## src/rtl/bdgj_pkg.sv

```systemverilog
// Shared types and constants for the backoff deadline gate with jitter.
package bdgj_pkg;

  // Input transaction fields.
  typedef struct packed {
    logic        operation;
    logic [63:0] now_ns;
    logic [9:0]  status_code;
    logic        hint_valid;
    logic [31:0] hint_ms;
  } req_t;

  // Result transaction fields.
  typedef struct packed {
    logic        verdict;
    logic [44:0] remaining_ms;
  } rsp_t;

  // Status of the serial divider.
  typedef struct packed {
    logic busy;
    logic done;
  } div_stat_t;

  // Operation codes.
  localparam logic OP_CHECK    = 1'b0;
  localparam logic OP_RESPONSE = 1'b1;

  // Configuration register indexes.
  localparam logic REG_MAX_BACKOFF     = 1'b0;
  localparam logic REG_DEFAULT_BACKOFF = 1'b1;

  // Status codes that arm the window.
  localparam logic [9:0] STATUS_TOO_MANY    = 10'd429;
  localparam logic [9:0] STATUS_UNAVAILABLE = 10'd503;

  // Arithmetic constants.
  localparam logic [19:0] NS_PER_MS    = 20'd1000000;
  localparam int          JITTER_SHIFT = 3;

  // Register reset values.
  localparam logic [31:0] MAX_BACKOFF_RESET     = 32'd300000;
  localparam logic [31:0] DEFAULT_BACKOFF_RESET = 32'd60000;

  // Width of the divider's divisor and remainder.
  localparam int DIVISOR_W = 30;

endpackage

```

## src/rtl/bdgj_div.sv

```systemverilog
// Bit-serial restoring divider: 64-bit dividend, one quotient bit per cycle.
module bdgj_div import bdgj_pkg::*; (
  input  logic                 clk,
  input  logic                 rst,
  input  logic                 start,
  input  logic [63:0]          dividend,
  input  logic [DIVISOR_W-1:0] divisor,
  output div_stat_t            stat,
  output logic [63:0]          quotient,
  output logic [DIVISOR_W-1:0] remainder
);

  logic [DIVISOR_W-1:0] dvs;
  logic [DIVISOR_W-1:0] rem;
  logic [63:0]          quo;
  logic [5:0]           cnt;
  logic                 busy;
  logic                 done;
  logic [DIVISOR_W:0]   partial;
  logic                 ge;

  // One trial subtraction: bring down the next dividend bit.
  assign partial = {rem, quo[63]};
  assign ge      = partial >= {1'b0, dvs};

  // Shift registers for quotient and remainder, with the step counter.
  always_ff @(posedge clk) begin
    if (rst) begin
      busy <= 1'b0;
      done <= 1'b0;
      cnt  <= '0;
    end else begin
      done <= 1'b0;
      if (start) begin
        busy <= 1'b1;
        cnt  <= '0;
        quo  <= dividend;
        rem  <= '0;
        dvs  <= divisor;
      end else if (busy) begin
        if (ge) begin
          rem <= DIVISOR_W'(partial - {1'b0, dvs});
        end else begin
          rem <= partial[DIVISOR_W-1:0];
        end
        quo <= {quo[62:0], ge};
        cnt <= cnt + 6'd1;
        if (cnt == 6'd63) begin
          busy <= 1'b0;
          done <= 1'b1;
        end
      end
    end
  end

  assign stat      = '{busy: busy, done: done};
  assign quotient  = quo;
  assign remainder = rem;

endmodule

```

## src/rtl/backoff_deadline_gate_jitter_top.sv

```systemverilog
// Backoff deadline gate: holds a 64-bit deadline and answers check and response transactions.
// A check divides the time still to run into milliseconds (skipped if the deadline has passed);
// an arming response first divides now_ns for the jitter, clamps and scales the window, adds it
// to form the deadline, then divides likewise. One transaction at a time, taken in idle only.
// Reset: synchronous rst clears the deadline to zero, loads the register defaults
// (maximum 300000 ms, default 60000 ms) and empties the output register.
module backoff_deadline_gate_jitter_top import bdgj_pkg::*; (
  input  logic        clk,
  input  logic        rst,
  input  logic        req_valid,
  output logic        req_ready,
  input  req_t        req,
  output logic        rsp_valid,
  input  logic        rsp_ready,
  output rsp_t        rsp,
  input  logic        cfg_valid,
  output logic        cfg_ready,
  input  logic        cfg_index,
  input  logic [31:0] cfg_data
);

  typedef enum logic [2:0] {
    S_IDLE,
    S_JITTER,
    S_MUL,
    S_ADD,
    S_DIFF,
    S_QUOT,
    S_DONE
  } state_t;

  state_t               state;
  logic [31:0]          max_backoff;
  logic [31:0]          default_backoff;
  logic [63:0]          deadline;
  logic [63:0]          now;
  logic [31:0]          window;
  logic                 armed;
  logic [51:0]          product;
  logic [44:0]          remaining;
  logic                 div_start;
  logic [63:0]          div_dividend;
  logic [DIVISOR_W-1:0] div_divisor;
  div_stat_t            div_stat;
  logic [63:0]          div_quotient;
  logic [DIVISOR_W-1:0] div_remainder;
  logic                 arm_hit;
  logic                 arm_go;
  logic [31:0]          arm_window;
  logic [32:0]          jittered;
  logic [64:0]          diff;
  logic                 req_fire;

  assign req_ready = (state == S_IDLE);
  assign cfg_ready = 1'b1;
  assign req_fire  = req_valid && req_ready;

  // Decide whether this transaction arms the window, and with which length.
  assign arm_hit = (req.operation == OP_RESPONSE) &&
                   ((req.status_code == STATUS_TOO_MANY) ||
                    (req.status_code == STATUS_UNAVAILABLE));
  always_comb begin
    arm_go     = 1'b0;
    arm_window = default_backoff;
    if (arm_hit) begin
      if (req.hint_valid) begin
        arm_go     = 1'b1;
        arm_window = req.hint_ms;
      end else if (req.status_code == STATUS_TOO_MANY) begin
        arm_go = 1'b1;
      end
    end
  end

  // Window plus jitter, and the time still to run before the deadline.
  assign jittered = {1'b0, window} + 33'(div_remainder);
  assign diff     = {1'b0, deadline} - {1'b0, now};

  // Divider operands: the jitter modulus or the nanoseconds-per-millisecond constant.
  always_comb begin
    div_start    = 1'b0;
    div_dividend = now;
    div_divisor  = DIVISOR_W'(NS_PER_MS);
    if (req_fire && arm_go) begin
      div_start    = 1'b1;
      div_dividend = req.now_ns;
      div_divisor  = DIVISOR_W'(arm_window[31:JITTER_SHIFT]) + DIVISOR_W'(1);
    end else if (state == S_DIFF && deadline > now) begin
      div_start    = 1'b1;
      div_dividend = diff[63:0];
    end
  end

  bdgj_div u_div (
    .clk       (clk),
    .rst       (rst),
    .start     (div_start),
    .dividend  (div_dividend),
    .divisor   (div_divisor),
    .stat      (div_stat),
    .quotient  (div_quotient),
    .remainder (div_remainder)
  );

  // Sequencer, configuration registers, deadline and the output register.
  always_ff @(posedge clk) begin
    if (rst) begin
      state           <= S_IDLE;
      max_backoff     <= MAX_BACKOFF_RESET;
      default_backoff <= DEFAULT_BACKOFF_RESET;
      deadline        <= '0;
      armed           <= 1'b0;
      rsp_valid       <= 1'b0;
    end else begin
      if (rsp_valid && rsp_ready && state != S_DONE) begin
        rsp_valid <= 1'b0;
      end
      if (cfg_valid && cfg_ready) begin
        unique case (cfg_index)
          REG_MAX_BACKOFF:     max_backoff     <= cfg_data;
          REG_DEFAULT_BACKOFF: default_backoff <= cfg_data;
          default: ;
        endcase
      end
      unique case (state)
        S_IDLE: begin
          if (req_fire) begin
            now    <= req.now_ns;
            window <= arm_window;
            armed  <= arm_go;
            state  <= arm_go ? S_JITTER : S_DIFF;
          end
        end
        S_JITTER: begin
          if (div_stat.done) begin
            if (jittered > {1'b0, max_backoff}) begin
              window <= max_backoff;
            end else begin
              window <= jittered[31:0];
            end
            state <= S_MUL;
          end
        end
        S_MUL: begin
          product <= 52'(window) * 52'(NS_PER_MS);
          state   <= S_ADD;
        end
        S_ADD: begin
          deadline <= now + 64'(product);
          state    <= S_DIFF;
        end
        S_DIFF: begin
          if (deadline > now) begin
            state <= S_QUOT;
          end else begin
            remaining <= '0;
            state     <= S_DONE;
          end
        end
        S_QUOT: begin
          if (div_stat.done) begin
            remaining <= div_quotient[44:0];
            state     <= S_DONE;
          end
        end
        S_DONE: begin
          if (!rsp_valid || rsp_ready) begin
            rsp.verdict      <= armed || (remaining != '0) || (deadline > now);
            rsp.remaining_ms <= remaining;
            rsp_valid        <= 1'b1;
            state            <= S_IDLE;
          end
        end
        default: state <= S_IDLE;
      endcase
    end
  end

endmodule

```

## config.mk

```make
export PLATFORM = sky130hd
export DESIGN_NAME = backoff_deadline_gate_jitter_top
export DESIGN_NICKNAME = d
export VERILOG_FILES = /design/src/rtl/bdgj_pkg.sv /design/src/rtl/bdgj_div.sv /design/src/rtl/backoff_deadline_gate_jitter_top.sv
export SDC_FILE = /design/constraint.sdc
export NUM_CORES = 2
export LEC_CHECK = 0
export ABC_AREA = 0
export BUFFER_PORTS_ARGS = -buffer_cell sky130_fd_sc_hd__buf_2
export CAP_MARGIN = 20
export CORE_MARGIN = 8
export CORE_UTILIZATION = 30
export DETAILED_ROUTE_END_ITERATION = 10
export SYNTH_ARGS = -nofsm -noshare
export SYNTH_HDL_FRONTEND = slang
export SYNTH_SLANG_ARGS = --single-unit
```

## constraint.sdc

```tcl
create_clock -name clk -period 22.4 [get_ports clk]
set_input_delay 3.36 -clock clk [delete_from_list [all_inputs] [get_ports clk]]
set_output_delay 3.36 -clock clk [all_outputs]
set_load 0.01 [all_outputs]
```

* Word level (Yosys, flattened, before mapping)
Index checks and enable logic that the tools add are counted.
Storage, ports and cells: flip-flop bits (word level) 498, output and inout bits 49
Operators by class: add/subtract/negate cells 6, multiply operators 1, magnitude comparators 3, equality and inequality tests 15, multiplexer cells 34, bitwise operators 3, reductions and logical operators 29
Operator list (number):
- $mux 64 | 4
- $mux 32 | 5
- $mux 45 | 2
- $pmux 45 s2 | 1
- $add 64x52->64 | 1
- $gt 64x64->1 | 1
- $pmux 32 s2 | 1
- $sub 64x64->64 | 1
- $mux 30 | 2
- $mul 32x14->46 const B | 1
- $reduce_bool 45->1 | 1
- $add 32x30->33 | 1
- $gt 33x32->1 | 1
- $ge 31x30->1 | 1
- $add 29x1->30 const B | 1
- $sub 30x30->30 | 1
- $pmux 3 s7 | 1
- $eq 10x9->1 const B | 2
- $mux 3 | 5
- $mux 1 | 12
- $reduce_and 2->1 | 6
- $reduce_and 4->1 | 3
- $eq 3x3->1 const B | 3
- $add 6x1->6 const B | 1
- 16 further kinds | 33

* Logic depth before layout (Yosys ltp)
word-level depth 8, gate-level depth with buffers 24, depth with buffers taken out 23

* Cells and area by module
Synthesis repeated with hierarchy kept, for this count alone.
Unflattened totals: cell total of the unflattened synthesis 4096, area total of the unflattened synthesis 38095.3 um2
By module, submodules not included:
- backoff_deadline_gate_jitter_top | times used 1, cells an instance 3491, area each 30927.2 um2, seq. area each 9659.3 um2
- bdgj_div | times used 1, cells an instance 605, area each 7168.1 um2, seq. area each 3883.7 um2

* Worst setup path before layout
No wires, ideal clock.
kind input -> register, start point in req_valid, end point reg u_div.quo[0] (netlist: u_div.quotient[0]), enable pin, library setup time 547 ps, arrival 8668 ps, required time 21853 ps, path slack 13185 ps, stages 8, cell sequence nand2b_1 > or3_1 > or3_1 > clkbuf_1 > nand2_1 > clkbuf_1 > nor2_1 > nor2_1
Between the ends: cells in the longest elaborated chain, start to end 5
Ends and longest elaborated chain:
- from (decl) | line backoff_deadline_gate_jitter_top.sv:10 | input logic req_valid,
- $logic_and 1x1->1 | line backoff_deadline_gate_jitter_top.sv:56 | assign req_fire = req_valid && req_ready;
- $logic_and 1x1->1 | line backoff_deadline_gate_jitter_top.sv:84 | if (req_fire && arm_go) begin
- $mux 1 | line backoff_deadline_gate_jitter_top.sv:84
- $reduce_bool 2->1 (no line)
- $reduce_and 2->1 (no line)
- to (signal assigned) | line bdgj_div.sv:37 | quo <= dividend;
- to (signal assigned) | line bdgj_div.sv:46 | quo <= {quo[62:0], ge};
- to (decl) | line bdgj_div.sv:15 | logic [63:0] quo;
No other way between the ends. A chain may end at the register's enable or synchronous reset.

* Worst setup path after layout
start point reg window[12], end point reg product[51], data pin
Between the ends: cells in the longest elaborated chain, start to end 1
Ends and longest elaborated chain:
- from (decl) | line backoff_deadline_gate_jitter_top.sv:37 | logic [31:0] window;
- from (signal assigned) | line backoff_deadline_gate_jitter_top.sv:129 | window <= arm_window;
- from (signal assigned) | line backoff_deadline_gate_jitter_top.sv:137 | window <= max_backoff;
- from (signal assigned) | line backoff_deadline_gate_jitter_top.sv:139 | window <= jittered[31:0];
- $mul 32x14->46 | line backoff_deadline_gate_jitter_top.sv:145 | product <= 52'(window) * 52'(NS_PER_MS);
- to (signal assigned) | line backoff_deadline_gate_jitter_top.sv:145
- to (decl) | line backoff_deadline_gate_jitter_top.sv:39 | logic [51:0] product;
No other way between the ends.

==> flow_metrics.py <==
metrics = {
    "power_and_ir_drop": {
        "peakVddDrop_mv": 0.116,
        "p_sw_mw": 1.81,
        "combPwrFrac_pct": 52.1,
        "clkPwrFrac_pct": 21.0,
        "p_per_area_nw_per_um2": 109,
        "intPower_mw": 2.69,
        "leakage_nw": 17.1,
        "switching_share_pct": 40.2,
        "seqPwrFrac_pct": 26.9,
    },
    "global_routing": {
        "grt_max_degree": 76,
        "grt_remaining_overflow": 0,
        "antenna_found_initial": 7,
        "grt_pass1_vias": 27600,
        "grt_pass1_wl_um": 156000,
        "gr-usage-all-layers_pct": 14.2,
    },
    "sta": {
        "drv_slew": 0,
        "whs_ns": 0.448,
        "max_slew.worst_pin.slew_ns": 1.04,
        "rsz0062_at_grt": "no",
        "setup_tns_ns": 0,
        "fin_crit_ns": 6.59,
        "maxSlewHeadroom_pct": 30.5,
        "setup_viol": 0,
        "fmax_ghz": 0.152,
        "final-hold-violation-count": 0,
        "fin_crit_sh_pct": 29.4,
        "skew_ns": 0.0541,
    },
    "route": {
        "drt_iter0_markers": 1910,
        "wirelength_um": 99200,
        "vias": 28000,
        "wl_per_cell_um": 17.6,
        "via_per_inst": 4.97,
        "ant_nets": 0,
        "route.detailed.drc": 0,
        "dr.pass1.iters": 7,
    },
    "die": {
        "ioPinCount": 195,
        "fp.dieArea_um2": 134000,
        "die_y_um": 367,
        "placeableCoreArea_um2": 122000,
        "die_x_um": 367,
        "start_util_pct": 30.2,
        "num_rows": 128,
    },
    "layout": {
        "fin_nets": 4597,
        "area_delta_synth_final_pct": 12.4,
        "drive_above_1_share_pct": 9.42,
        "final_core_util_pct": 34.0,
    },
    "clock_tree": {
        "cts_setup_buffers": 0,
        "clockBufferDepth": 3,
        "clock_latency_ns": 0.67,
        "cts_root_buf": "clkbuf_16",
        "cts_resized": 0,
        "htreeDepth": 2,
        "cts_tree": "yes",
        "ctsHoldBuffers": 0,
        "clk_pin_slew_worst_paths_ns": 0.06,
        "clock-sinks": 498,
        "cts_inserted_buffers": 55,
    },
    "synth": {
        "synth.ff_latch_count": 498,
        "synth_ff_type": "edfxtp_1",
        "synth_edf_count": 357,
        "avgSynthCellArea_um2": 9.63,
        "ys_seq_area_share_pct": 36.7,
        "netlist_area_um2": 36900,
        "yosys_warnings": 0,
        "synth_async_sr_flop_share_pct": 0,
        "syn_inst": 3826,
        "ys_types": 105,
        "syn_nets": 4469,
    },
    "placed_design": {
        "gp_congestion": 0.870,
        "hpwl_um": 78000,
        "port_buffers": 193,
    },
    "worst_setup_path": {
        "max_stage_delay_ns": 0.63,
        "worstPathCellList": "inv_1 -> fa_1 -> inv_1 -> fa_1 -> fa_1 -> fa_1 -> ha_1 -> inv_1 -> fa_1 -> inv_1 -> ha_1 -> and4_1 -> and3_1 -> and4_1 -> and3_1 -> o22ai_1 -> o31a_1 -> o31ai_1 -> a221o_1 -> a21oi_1 -> xnor2_1",
        "required_ns": 22.81,
        "crit_path_top_delay_cell": "edfxtp_1",
        "path_common_cell": "fa_1",
        "critPathArrivalTime_ns": 7.00,
        "startpoint_type": "flop",
        "crit_fanout": 6,
        "critPathKind": "reg2reg",
        "end_kind": "flop",
    },
    "run_status": {
        "status": "finished clean",
    },
    "worst_hold_path": {
        "hold_path.class": "reg2reg",
    },
    "run": {
        "maxCapViolations": 0,
    },
}
[worst max-delay path, delay by kind of cell (launching register included)]
family | cells | cell delay, ns
adder cells (fa/ha/maj) | 7 | 3.22
AND/OR/NAND/NOR | 4 | 0.75
AO/OA/AOI/OAI | 5 | 1.24
buffers and inverters | 4 | 0.41
XOR/XNOR | 1 | 0.12
flip-flops | 1 | 0.63
[layout make-up]
| cell class | count | area (um2) |
|---|---|---|
| Fill cell | 12500 | 80400 |
| Antenna cell | 2 | 5.00 |
| Tap cell | 1625 | 2030 |
| Inverter | 354 | 1330 |
| Clock buffer | 71 | 1530 |
| Multi-Input combinational cell | 2825 | 21500 |
| Clock inverter | 33 | 358 |
| Sequential cell | 498 | 13500 |
| Timing Repair Buffer | 220 | 1190 |
[synthesized netlist by cell type (44+ instances only)]
| library cell | count | area share (%) |
|---|---|---|
| mux2i_1 | 97 | 2.6 |
| nand4_1 | 60 | 1.0 |
| a21oi_1 | 350 | 4.8 |
| edfxtp_1 | 357 | 29 |
| nor3_1 | 56 | 0.76 |
| xor2_1 | 88 | 2.1 |
| a211oi_1 | 44 | 0.90 |
| a21o_1 | 98 | 2.0 |
| dfxtp_1 | 141 | 7.7 |
| inv_1 | 353 | 3.6 |
| o22ai_1 | 58 | 0.98 |
| fa_1 | 139 | 7.5 |
| ha_1 | 358 | 12 |
| nor2_1 | 268 | 2.7 |
| xnor2_1 | 134 | 3.2 |
| o21ai_0 | 122 | 1.7 |
| nand2_1 | 368 | 3.7 |
| nand3_1 | 56 | 0.76 |
| and3_1 | 66 | 1.1 |
| clkbuf_1 | 93 | 0.95 |
[cell usage in the layout, fill, tap and decap left out, types with 33 or more instances in the layout]
cell	Yosys	layout
nand3_1	56	56
nor2_1	268	263
nand2_1	368	367
o21a_1	35	35
mux2i_1	97	97
nand4_1	60	60
and3_1	66	66
a21o_1	98	98
edfxtp_1	357	357
buf_2	30	192
dfxtp_1	141	140
a21oi_1	350	349
clkbuf_16	0	56
nor3_1	56	55
o21ai_0	122	122
o21bai_1	34	34
nand2b_1	33	33
ha_1	358	358
a211oi_1	44	44
inv_1	353	353
o22ai_1	58	58
xnor2_1	134	134
fa_1	139	139
xor2_1	88	88
[cells by family after synthesis]
logic type                 Yosys count  synth area share (%)
other                                1                0.0102
muxes                              104                  2.85
adders and majority gates          497                  19.7
and+or+nand+nor                   1058                  13.7
DFF                                498                  36.7
AOI/OAI and AO/OA                  943                  16.3
buffers and inverters              503                  5.34
xor gates and xnor gates           222                  5.27
[power groups by stage]
stage	logic (mW)	registers, mW	clock network [mW]
2_1_floorplan	1.86	1.21	0
3_3_place_gp	2.31	1.23	0
3_5_place_dp	2.33	1.23	0
4_1_cts	2.35	1.21	0.971
5_1_grt	2.67	1.22	1.01
6_report	2.34	1.21	0.946
[worst paths after layout]
path,start,to,slack (ns),cells past startpoint
max,window[12],product[51],15.81,21
min,remaining[0],rsp[0],0.45,0
max reg2reg,window[12],product[51],15.81,21
min reg2reg,remaining[0],rsp[0],0.45,0
[sequential cells by signal (all words and copies together) (netlist names)]
register         cells
default_backoff     32
max_backoff         32
remaining           45
u_div.quotient      64
window              32
rsp                 46
u_div.dvs           30
u_div.busy           1
armed                1
now                 64
state                3
rsp_valid            1
u_div.done           1
u_div.cnt            6
u_div.remainder     30
deadline            64
product             46
[through the flow]
| step | cell area [um2] | std cells | setup WS [ns] | total power, mW |
|---|---|---|---|---|
| 6_report | 41400 | 5628 | 15.81 | 4.50 |
| 5_1_grt | 41400 | 5627 | 15.40 | 4.89 |
| 4_1_cts | 41400 | 5624 | 15.77 | 4.53 |
| 3_5_place_dp | 39500 | 5520 | 15.13 | 3.55 |
| 3_3_place_gp | 39500 | 5520 | 15.21 | 3.54 |
| 2_1_floorplan | 36900 | 3826 | 13.19 | 3.06 |
[metal layers]
| metal | vias to the layer above | part of all wire [%] | wire length, um | GRT usage (%) |
|---|---|---|---|---|
| met4 | 0 | 2.0 | 2000 | 3.02 |
| li1 | 14000 | - | - | - |
| met2 | 715 | 42 | 41500 | 21.5 |
| met1 | 13100 | 51 | 50700 | 21.2 |
| met3 | 115 | 5.0 | 4970 | 2.21 |
| met5 | - | 0 | 0 | 0 |
Note: power is estimated with default switching activity, not from simulation.
